[config.mk]
export PLATFORM = sky130hd
export DESIGN_NAME = tcc_ctrl
export DESIGN_NICKNAME = d
export VERILOG_FILES = /design/src/tcc_pkg.sv /design/src/tcc_ctrl.sv
export SDC_FILE = /design/constraint.sdc
export NUM_CORES = 1
export LEC_CHECK = 0
export ABC_CLOCK_PERIOD_IN_PS = 1760
export BUFFER_PORTS_ARGS = -buffer_cell sky130_fd_sc_hd__buf_2
export CORE_AREA = 2 2 39 41
export DETAILED_ROUTE_END_ITERATION = 12
export DIE_AREA = 0 0 41 43
export GPL_ROUTABILITY_DRIVEN = 1
export PLACE_DENSITY_LB_ADDON = 0.08
export SLEW_MARGIN = 20
export SYNTH_ARGS = -nofsm -noshare
export SYNTH_HDL_FRONTEND = slang
export SYNTH_SLANG_ARGS = --single-unit
export TNS_END_PERCENT = 1
[constraint.sdc]
create_clock -name clk -period 1.76 [get_ports clk]
set_clock_uncertainty 0.2 [all_clocks]
set_input_delay 0.176 -clock clk [delete_from_list [all_inputs] [get_ports clk]]
set_output_delay 0.176 -clock clk [all_outputs]
set_load 0.05 [all_outputs]
[src/tcc_pkg.sv]
`default_nettype none
// ---------------------------------------------------------------------------
// tcc_pkg
// Shared constants, request codes and controller/datapath handshake types
// for the text console cursor engine.
// ---------------------------------------------------------------------------
package tcc_pkg;

  localparam int COLS     = 80;
  localparam int ROWS     = 25;
  localparam int COL_W    = 7;
  localparam int ROW_W    = 5;
  localparam int CHAR_W   = 8;
  localparam int CELL_N   = ROWS * COLS;
  localparam int SCROLL_N = (ROWS - 1) * COLS;
  localparam int ADDR_W   = $clog2(CELL_N);

  localparam logic [1:0] REQ_PUT   = 2'd0;
  localparam logic [1:0] REQ_CLEAR = 2'd1;
  localparam logic [1:0] REQ_READ  = 2'd2;

  localparam logic [CHAR_W-1:0] CH_SPACE = 8'h20;
  localparam logic [CHAR_W-1:0] CH_TILDE = 8'h7e;
  localparam logic [CHAR_W-1:0] CH_BS    = 8'h08;
  localparam logic [CHAR_W-1:0] CH_TAB   = 8'h09;
  localparam logic [CHAR_W-1:0] CH_LF    = 8'h0a;
  localparam int                TAB_STEP = 4;

  typedef struct packed {
    logic latch;        // capture the accepted word
    logic scroll_step;  // read row below; the copy write follows in the next cycle
    logic fill_step;    // write one space
    logic scroll_fix;   // row becomes ROWS-1
    logic put_exec;     // handle the put byte
    logic home;         // cursor to 0,0
    logic read_cell;    // read the requested cell
    logic load_out;     // load the result register
  } tcc_cmd_t;

  typedef struct packed {
    logic       row_full;
    logic       scroll_last;
    logic       fill_last;
    logic       out_free;
  } tcc_stat_t;

endpackage
`default_nettype wire

[src/tcc_ctrl.sv]
`default_nettype none
// ---------------------------------------------------------------------------
// tcc_ctrl
// Sequencer: store init after reset, request decode, scroll copy, clear
// fill, put handling and result hand-off.
// ---------------------------------------------------------------------------
module tcc_ctrl (
  input  wire               clk,
  input  wire               rst_n,
  input  wire               in_valid,
  output logic              in_stall,
  input  wire [1:0]         in_req_type,
  input  tcc_pkg::tcc_stat_t stat,
  output tcc_pkg::tcc_cmd_t  cmd
);

  localparam logic [2:0] ST_INIT       = 3'd0;
  localparam logic [2:0] ST_IDLE       = 3'd1;
  localparam logic [2:0] ST_SCROLL     = 3'd2;
  localparam logic [2:0] ST_SCROLL_END = 3'd3;
  localparam logic [2:0] ST_PUT        = 3'd4;
  localparam logic [2:0] ST_CLEAR      = 3'd5;
  localparam logic [2:0] ST_READ       = 3'd6;
  localparam logic [2:0] ST_FINISH     = 3'd7;

  logic [2:0] state_r, state_nxt;
  logic       accept;

  assign in_stall = (state_r != ST_IDLE);
  assign accept   = in_valid && !in_stall;

  always_comb begin
    state_nxt = state_r;
    cmd       = '0;
    unique case (state_r)
      ST_INIT: begin
        cmd.fill_step = 1'b1;
        if (stat.fill_last) state_nxt = ST_IDLE;
      end
      ST_IDLE: begin
        if (accept) begin
          cmd.latch = 1'b1;
          case (in_req_type)
            tcc_pkg::REQ_PUT:   state_nxt = stat.row_full ? ST_SCROLL : ST_PUT;
            tcc_pkg::REQ_CLEAR: state_nxt = ST_CLEAR;
            tcc_pkg::REQ_READ:  state_nxt = ST_READ;
            default:            state_nxt = ST_FINISH;
          endcase
        end
      end
      ST_SCROLL: begin
        cmd.scroll_step = 1'b1;
        if (stat.scroll_last) state_nxt = ST_SCROLL_END;
      end
      ST_SCROLL_END: begin
        // last copy write lands here
        cmd.scroll_fix = 1'b1;
        state_nxt      = ST_PUT;
      end
      ST_PUT: begin
        cmd.put_exec = 1'b1;
        state_nxt    = ST_FINISH;
      end
      ST_CLEAR: begin
        cmd.fill_step = 1'b1;
        if (stat.fill_last) begin
          cmd.home  = 1'b1;
          state_nxt = ST_FINISH;
        end
      end
      ST_READ: begin
        cmd.read_cell = 1'b1;
        state_nxt     = ST_FINISH;
      end
      ST_FINISH: begin
        if (stat.out_free) begin
          cmd.load_out = 1'b1;
          state_nxt    = ST_IDLE;
        end
      end
      default: state_nxt = ST_INIT;
    endcase
  end

  always_ff @(posedge clk) begin
    if (!rst_n) begin
      state_r <= ST_INIT;
    end else begin
      state_r <= state_nxt;
    end
  end

endmodule
`default_nettype wire

# [After elaboration in Yosys (flattened, before gate mapping)]
# Cells that the tools add are included.
[totals] register_bits=3 inputBits=9 out_inout_bits=9
[op_classes] eq_ne=15 n_mux=19 n_reduce_logical=7
[ops] operator="3-bit one-hot mux with 7 select lines" count=1
[ops] operator="3-bit two-way mux" count=6
[ops] operator="3-bit equality test (second input constant)" count=4
[ops] operator="1-bit two-way mux" count=11
[ops] operator="2-bit inequality test (second input constant)" count=5
[ops] operator="3-bit one-hot mux with 3 select lines" count=1
[ops] operator="3-bit by 2-bit equality test with 1-bit output (second input constant)" count=2
[ops] operator="5-bit AND reduction" count=1
[ops] operator="2-bit OR reduction" count=2
[ops] operator="3-bit by 1-bit equality test with 1-bit output (second input constant)" count=1
[ops] operator="3-bit zero test" count=1
[ops] operator="3-bit by 1-bit inequality test with 1-bit output (second input constant)" count=1
[ops] operator="2-bit by 1-bit equality test with 1-bit output (second input constant)" count=1
[ops] operator="2-bit equality test (second input constant)" count=1
[ops] operator="2-bit zero test" count=1
[ops] operator="1-bit logical AND" count=1
[ops] operator="1-bit zero test" count=1

# [Longest topological paths before layout]
# Gate-level depths: netlist of the first run.
[depth] ltp_word=5 mapped_depth=6 ltp_nobuf=6

# [Least setup slack after synthesis of the first run]
# Ideal clock, no wire load.
[synth_path] path_type="register to register" startpoint="reg state_r[2]" endpoint="reg state_r[0]" setup_ns=0.193 arrival_ns=1.877 t_required_ns=1.367 setup_slack_ns=-0.509 path_stages_with_launch=4 period_less_slack_ns=2.269 cell_sequence="dfxtp_1 > buf_6 > nor3b_1 > a221oi_1"
[synth_between] elab_chain_len=5
[synth_rtl] element="start: declaration" line="tcc_ctrl.sv:26" text="logic [2:0] state_r, state_nxt;"
[synth_rtl] element="start signal: assignment" line="tcc_ctrl.sv:89" text="state_r <= state_nxt;"
[synth_rtl] element="3-bit by 1-bit inequality test with 1-bit output" line="tcc_ctrl.sv:29" text="assign in_stall = (state_r != ST_IDLE);"
[synth_rtl] element="1-bit zero test" line="tcc_ctrl.sv:30" text="assign accept = in_valid && !in_stall;"
[synth_rtl] element="1-bit logical AND" line="tcc_ctrl.sv:30"
[synth_rtl] element="2-bit inequality test (no line)"
[synth_rtl] element="5-bit AND reduction (no line)"
# Parallel ways exist; a longest one is shown, timed or not.
# A chain may end at the register's enable or synchronous reset.

==> results of run 1 <==
[layout by cell type, fill, tap and decap left out]
cell | Yosys | layout
a2111oi_1 | 1 | 1
a21oi_1 | 4 | 4
a221oi_1 | 1 | 1
and3_1 | 1 | 1
and3_4 | 1 | 1
buf_2 | 0 | 17
clkbuf_1 | 0 | 1
clkbuf_4 | 0 | 3
dfxtp_2 | 0 | 3
dlygate4sd3_1 | 0 | 1
ha_1 | 3 | 3
inv_1 | 5 | 5
inv_2 | 1 | 1
nand2_1 | 4 | 4
nand2b_4 | 1 | 1
nand3b_1 | 1 | 1
nor2_1 | 6 | 6
nor2_4 | 1 | 1
nor2b_1 | 1 | 1
nor3b_1 | 2 | 1
nor3b_2 | 0 | 1
o21ai_0 | 1 | 1
o21ai_1 | 1 | 1
o31ai_1 | 2 | 2
o32ai_1 | 1 | 1
xor2_1 | 1 | 1
[final timing paths]
check,from,endpoint,cells after the start
worst min register to register,state_r[1],state_r[1],2
worst min-delay path,rst_n,state_r[1],3
worst max-delay path,state_r[2],cmd[0],3
worst max register to register,state_r[2],state_r[1],4
[layout make-up]
cell class                      count  area share [%]
Multi-Input combinational cell     33            50.5
Tap cell                           16            4.35
Inverter                            6            4.89
Timing Repair Buffer               18            20.7
Sequential cell                     3            13.9
Clock buffer                        4            5.71
[worst min-delay path, stage by stage]
cell	delay, ps
buf_2	90
inv_1	80
a21oi_1	50
[what timing repair did]
action	in CTS	in global routing
gates resized for setup	1	2
pin swaps	0	0
setup endpoints to repair	1	5
hold buffers	1	0
hold endpoints to repair	1	0
[metal layers]
metal / share of wire [%] / global-route usage (%)
met3: 7.0 / 7.85
met2: 41 / 12.2
met4: 0 / 2.00
met1: 52 / 13.4
met5: 0 / 0
[cells by family (layout without fill, tap and decap cells)]
family / after synthesis / count (layout) / synth area share (%)
flops: 3 / 3 / 17.5
compound gates: 11 / 11 / 21.1
xor+xnor: 1 / 1 / 2.55
simple gates: 18 / 18 / 31.6
buf+inv: 9 / 28 / 16.4
fa+ha+maj: 3 / 3 / 10.9
[report_power, final]
| group | total (W) | internal, W | switching [W] |
|---|---|---|---|
| Combinational | 0.000157 | 0.0000537 | 0.000103 |
| Sequential | 0.000106 | 0.0000783 | 0.0000278 |
| Clock | 0.000121 | 0.0000850 | 0.0000359 |
| Total | 0.000384 | 0.000217 | 0.000167 |
[metrics by stage]
stage	setup slack (ps)	power, W
2_1_floorplan	75.4	0.000236
3_3_place_gp	186	0.000263
3_5_place_dp	185	0.000262
4_1_cts	8.28	0.000391
5_1_grt	50.7	0.000420
6_report	134	0.000384
==> metrics.cfg, run 1 <==
[synth]
syn_area_per_cell_um2=7.65
synth-main-ff-cell=dfxtp_1
synth_cell_type_count=22
synth_area_leaders=dfxtp_1, ha_1, buf_6, nor2_1, a21oi_1
synthCells=45
synth_edf_count=0
synthTopCellsByCount=nor2_1, inv_1, a21oi_1, nand2_1
ys_ff_latch=3
synth.most_common_cell=nor2_1
synth_nets=57
synth_area_um2=344
yosys.area.top_type=dfxtp_1
synthArstFlopShare_pct=0
synth.top_cell.area_share_pct=17.5
yosysWarningCount=0
seq_area_frac_synth_pct=17.5

[route]
firstDrtPassIters=2
vias_per_cell=4.30
wl_per_cell_um=9.89
ant_nets=0
drt-total-wl_um=791
post-route-drc-count=0
vias=344
drt_iter0_drc=4

[layout]
postLayoutCellArea_um2=460
antenna_cells=0
multi_input_area_um2=233
fin_nets=77
drive_gt1_share_pct=43.8
largest_register=state_r
largest_reg_flops=3
fill_cells=169
ff_latch_area_um2=63.8
largest_registers=state_r (3)
finish.utilization_pct=33.3
final_cells=80
area.growth.synth_to_final_pct=33.8

[sta]
hold_slack_ps=13.3
period_minus_slack_ps=1630
setup_tns_ps=0
grt_setup_unrepaired=no
tightest_slew_ps=293
slew_headroom_pct=80.4
hold_viol_final=0
min_period_over_period_pct=92.4
slew_violations=0
finalSetupViolCount=0
max_freq_mhz=615

[worst_setup_path]
end_kind=output port
reg2reg_slack_ps=480
slowest_delay_ps=470
critPathSlowestCell=dfxtp_2
worstPathRequired_ps=1380
worstPathCellList=nand2_1 -> nor2_1 -> buf_2
crit_arrival_ps=1250
critPathMaxFanout=8
critical-path-top-delay-family=flip-flops
critical_path_class=reg2out
path_buf_inv=1
worst_setup_path_start_kind=flip-flop

[cts]
cts.path.max_buffers=2
cts_tree=built
cts.clk_slew.worst_paths_ps=40
clock-sinks=3
cts_setup_buffers=0
htreeDepth=1
clock_latency_ps=230
numCtsBuffers=3
cts_root_buffer=clkbuf_4

[grt]
grt.total_usage_pct=9.92
grt_max_degree=15
antenna_found_initial=0
gr-total-overflow=0
grt_pass1_wl_mm=1.13
grt_pass1_vias=276

[placement]
io_buffers=17
dp.final_hpwl_um=621
dp.cells=75
dpl_cell_area_um2=420
routabilityCongestion=0.710

[outcome]
status=completed

[floorplan]
die_h_um=43
fp.coreArea_um2=1380
num_io_pins=18
die_w_um=41
initial_utilization_pct=24.9
fp.dieArea_um2=1760
row_count=14

[power_and_ir_drop]
p_leak_nw=0.238
powerDensity_nw_per_um2=833
vdd_drop_max_mv=0.425

[flow_run]
cap_viol_max_count=0

[worst_hold_path]
hold_path.class=in2reg

Note: power is estimated with default switching activity, not from simulation.
==> run 2: changes to the inputs <==
Settings changed: ABC_AREA from default to 1, CORE_AREA 2 2 39 41 to default, CORE_MARGIN from default to 2, CORE_UTILIZATION from default to 28, DIE_AREA 0 0 41 43 to default, PLACE_DENSITY from default to 0.57, PLACE_DENSITY_LB_ADDON 0.08 to default, REMOVE_ABC_BUFFERS from default to 1.
==> run 2 against run 1 <==
Against the previous run:
- fmax down 1.4%
- utilization up 7.4 points
- sequential share of layout area down 2.5 points
- sequential power up 72%
- synthesized cell count up 47%
- wire length up 6.2%
- non-clock buffer count up 1
- cell count up 28%
- worst hold slack better by 52 ps
- die area up 3.4%
- via count up 26%
- setup slack worse by 24 ps
- critical path type unchanged
==> metrics.cfg, run 2 <==
[sta]
min_period_over_period_pct=93.7
hold_slack_ps=65.2
slew_headroom_pct=82.3
period_minus_slack_ps=1650
finalSetupViolCount=0
tightest_slew_ps=266
max_freq_mhz=606
hold_viol_final=0
slew_violations=0
grt_setup_unrepaired=no

[synth]
synth-main-ff-cell=dfxtp_1
synth_cell_type_count=17
synthTopCellsByCount=inv_1, nor2_1, nand2_1
yosysWarningCount=0
synth.most_common_cell=inv_1
synthArstFlopShare_pct=0
synth_area_leaders=dfxtp_1, inv_1, ha_1, nand3_1, nor2_1
seq_area_frac_synth_pct=14.3
syn_area_per_cell_um2=6.35
yosys.area.top_type=dfxtp_1
synth_area_um2=419
ys_ff_latch=3
synthCells=66
synth.top_cell.area_share_pct=14.3
synth_edf_count=0

[grt]
grt_pass1_vias=388
grt.total_usage_pct=9.85
gr-total-overflow=0
grt_max_degree=9
antenna_found_initial=0
grt_pass1_wl_mm=1.39

[power_and_ir_drop]
vdd_drop_max_mv=0.641
p_total_w=0.00109
p_leak_nw=0.324
powerDensity_nw_per_um2=1980

[floorplan]
die_h_um=42.7
fp.coreArea_um2=1350
row_count=13
num_io_pins=18
initial_utilization_pct=31.0
die_w_um=42.7
fp.dieArea_um2=1820

[cts]
cts.path.max_buffers=2
cts_root_buffer=clkbuf_4
cts_setup_buffers=0
cts.clk_slew.worst_paths_ps=40
clock-sinks=3
numCtsBuffers=3
clock_latency_ps=230
cts_tree=built
htreeDepth=1

[route]
post-route-drc-count=0
drt_iter0_drc=5
wl_per_cell_um=8.24
firstDrtPassIters=4
drt-total-wl_um=840
vias_per_cell=4.25
vias=433
ant_nets=0

[placement]
routabilityCongestion=0.791
dp.final_hpwl_um=702
io_buffers=17

[worst_setup_path]
crit_arrival_ps=1270
end_kind=output port
r2r_start=state_r[1]
critical_path_class=reg2out
crit_start=state_r[0]
reg2reg_slack_ps=380
critPathMaxFanout=6
worst_setup_path_start_kind=flip-flop
worstPathRequired_ps=1380
timing.rr.end=state_r[1]
reg2reg_depth=5

[layout]
layout_commonest_cell=buf_2
area.growth.synth_to_final_pct=31.0
final_cell_mix=buf_2, inv_1, nor2_1
finish.utilization_pct=40.7
antenna_cells=0
largest_register=state_r
largest_registers=state_r (3)
drive_gt1_share_pct=43.7
largest_reg_flops=3
fill_cells=155
fin_nets=100

[worst_hold_path]
hold_end=state_r[2]
hold_path.startpoint=stat[3]
hold_path.class=in2reg
holdPathStages=4

[outcome]
status=completed

[flow_run]
cap_viol_max_count=0

[run 2: layout make-up]
type                       count  area, µm²  share of cell area, %
inverter                      16       62.6                   11.4
multi-input combinational     45        274                   49.9
timing repair buffer          19        105                   19.1
tap                           15       18.8                   3.42
sequential                     3       62.6                   11.4
clock buffer                   4       26.3                   4.78
[run 2: worst max path at each step]
stage | endpoint | slack (ps) | depth (start not counted)
floorplan | cmd[0] | -290 | 2
global placement | cmd[7] | 220 | 7
detailed placement | cmd[7] | 210 | 7
CTS | cmd[7] | 20 | 7
global route | cmd[7] | 20 | 7
finish | cmd[7] | 110 | 7
[run 2: cell families after synthesis]
group | after synthesis | share of synthesized area [%]
fa+ha+maj | 3 | 8.96
flops | 3 | 14.3
compound gates | 5 | 7.76
buf+inv | 18 | 20.3
simple gates | 37 | 48.7
[run 2: repair_timing]
action                                  CTS  global route
gates resized for setup                   1             2
hold buffers                              1             0
endpoints found under the setup margin    1             2
endpoints found under the hold margin     1             0
[run 2: critical path, stage by stage, from the launching register on]
cell and delay [ps]:
dfxtp_2 370, inv_2 80, nor2_4 110, inv_2 60, nor2_4 80, inv_1 50
nor2_1 80, buf_4 200
[run 2: metal layers]
layer  global-route usage (%)  wire length [µm]  share of wire, %
met2                     16.1               379                45
met5                        0                 0                 0
met4                     7.50                 0                 0
met3                        0                58               6.9
met1                     12.2               402                48
[run 2: power breakdown]
group          total (W)  switching, W  internal, W  leakage, nW
clock           0.000119     0.0000340    0.0000849       0.0150
sequential      0.000182     0.0000739     0.000108       0.0254
combinational   0.000787      0.000559     0.000229        0.283
[run 2: per-stage QoR]
step | instance area [µm²] | TNS [ps] | cells | setup slack (ps)
2_1_floorplan | 397 | -531 | 64 | -287
3_3_place_gp | 508 | 0 | 97 | 217
3_5_place_dp | 508 | 0 | 97 | 212
4_1_cts | 547 | 0 | 102 | 19.8
5_1_grt | 549 | 0 | 102 | 18.3
6_report | 549 | 0 | 102 | 111
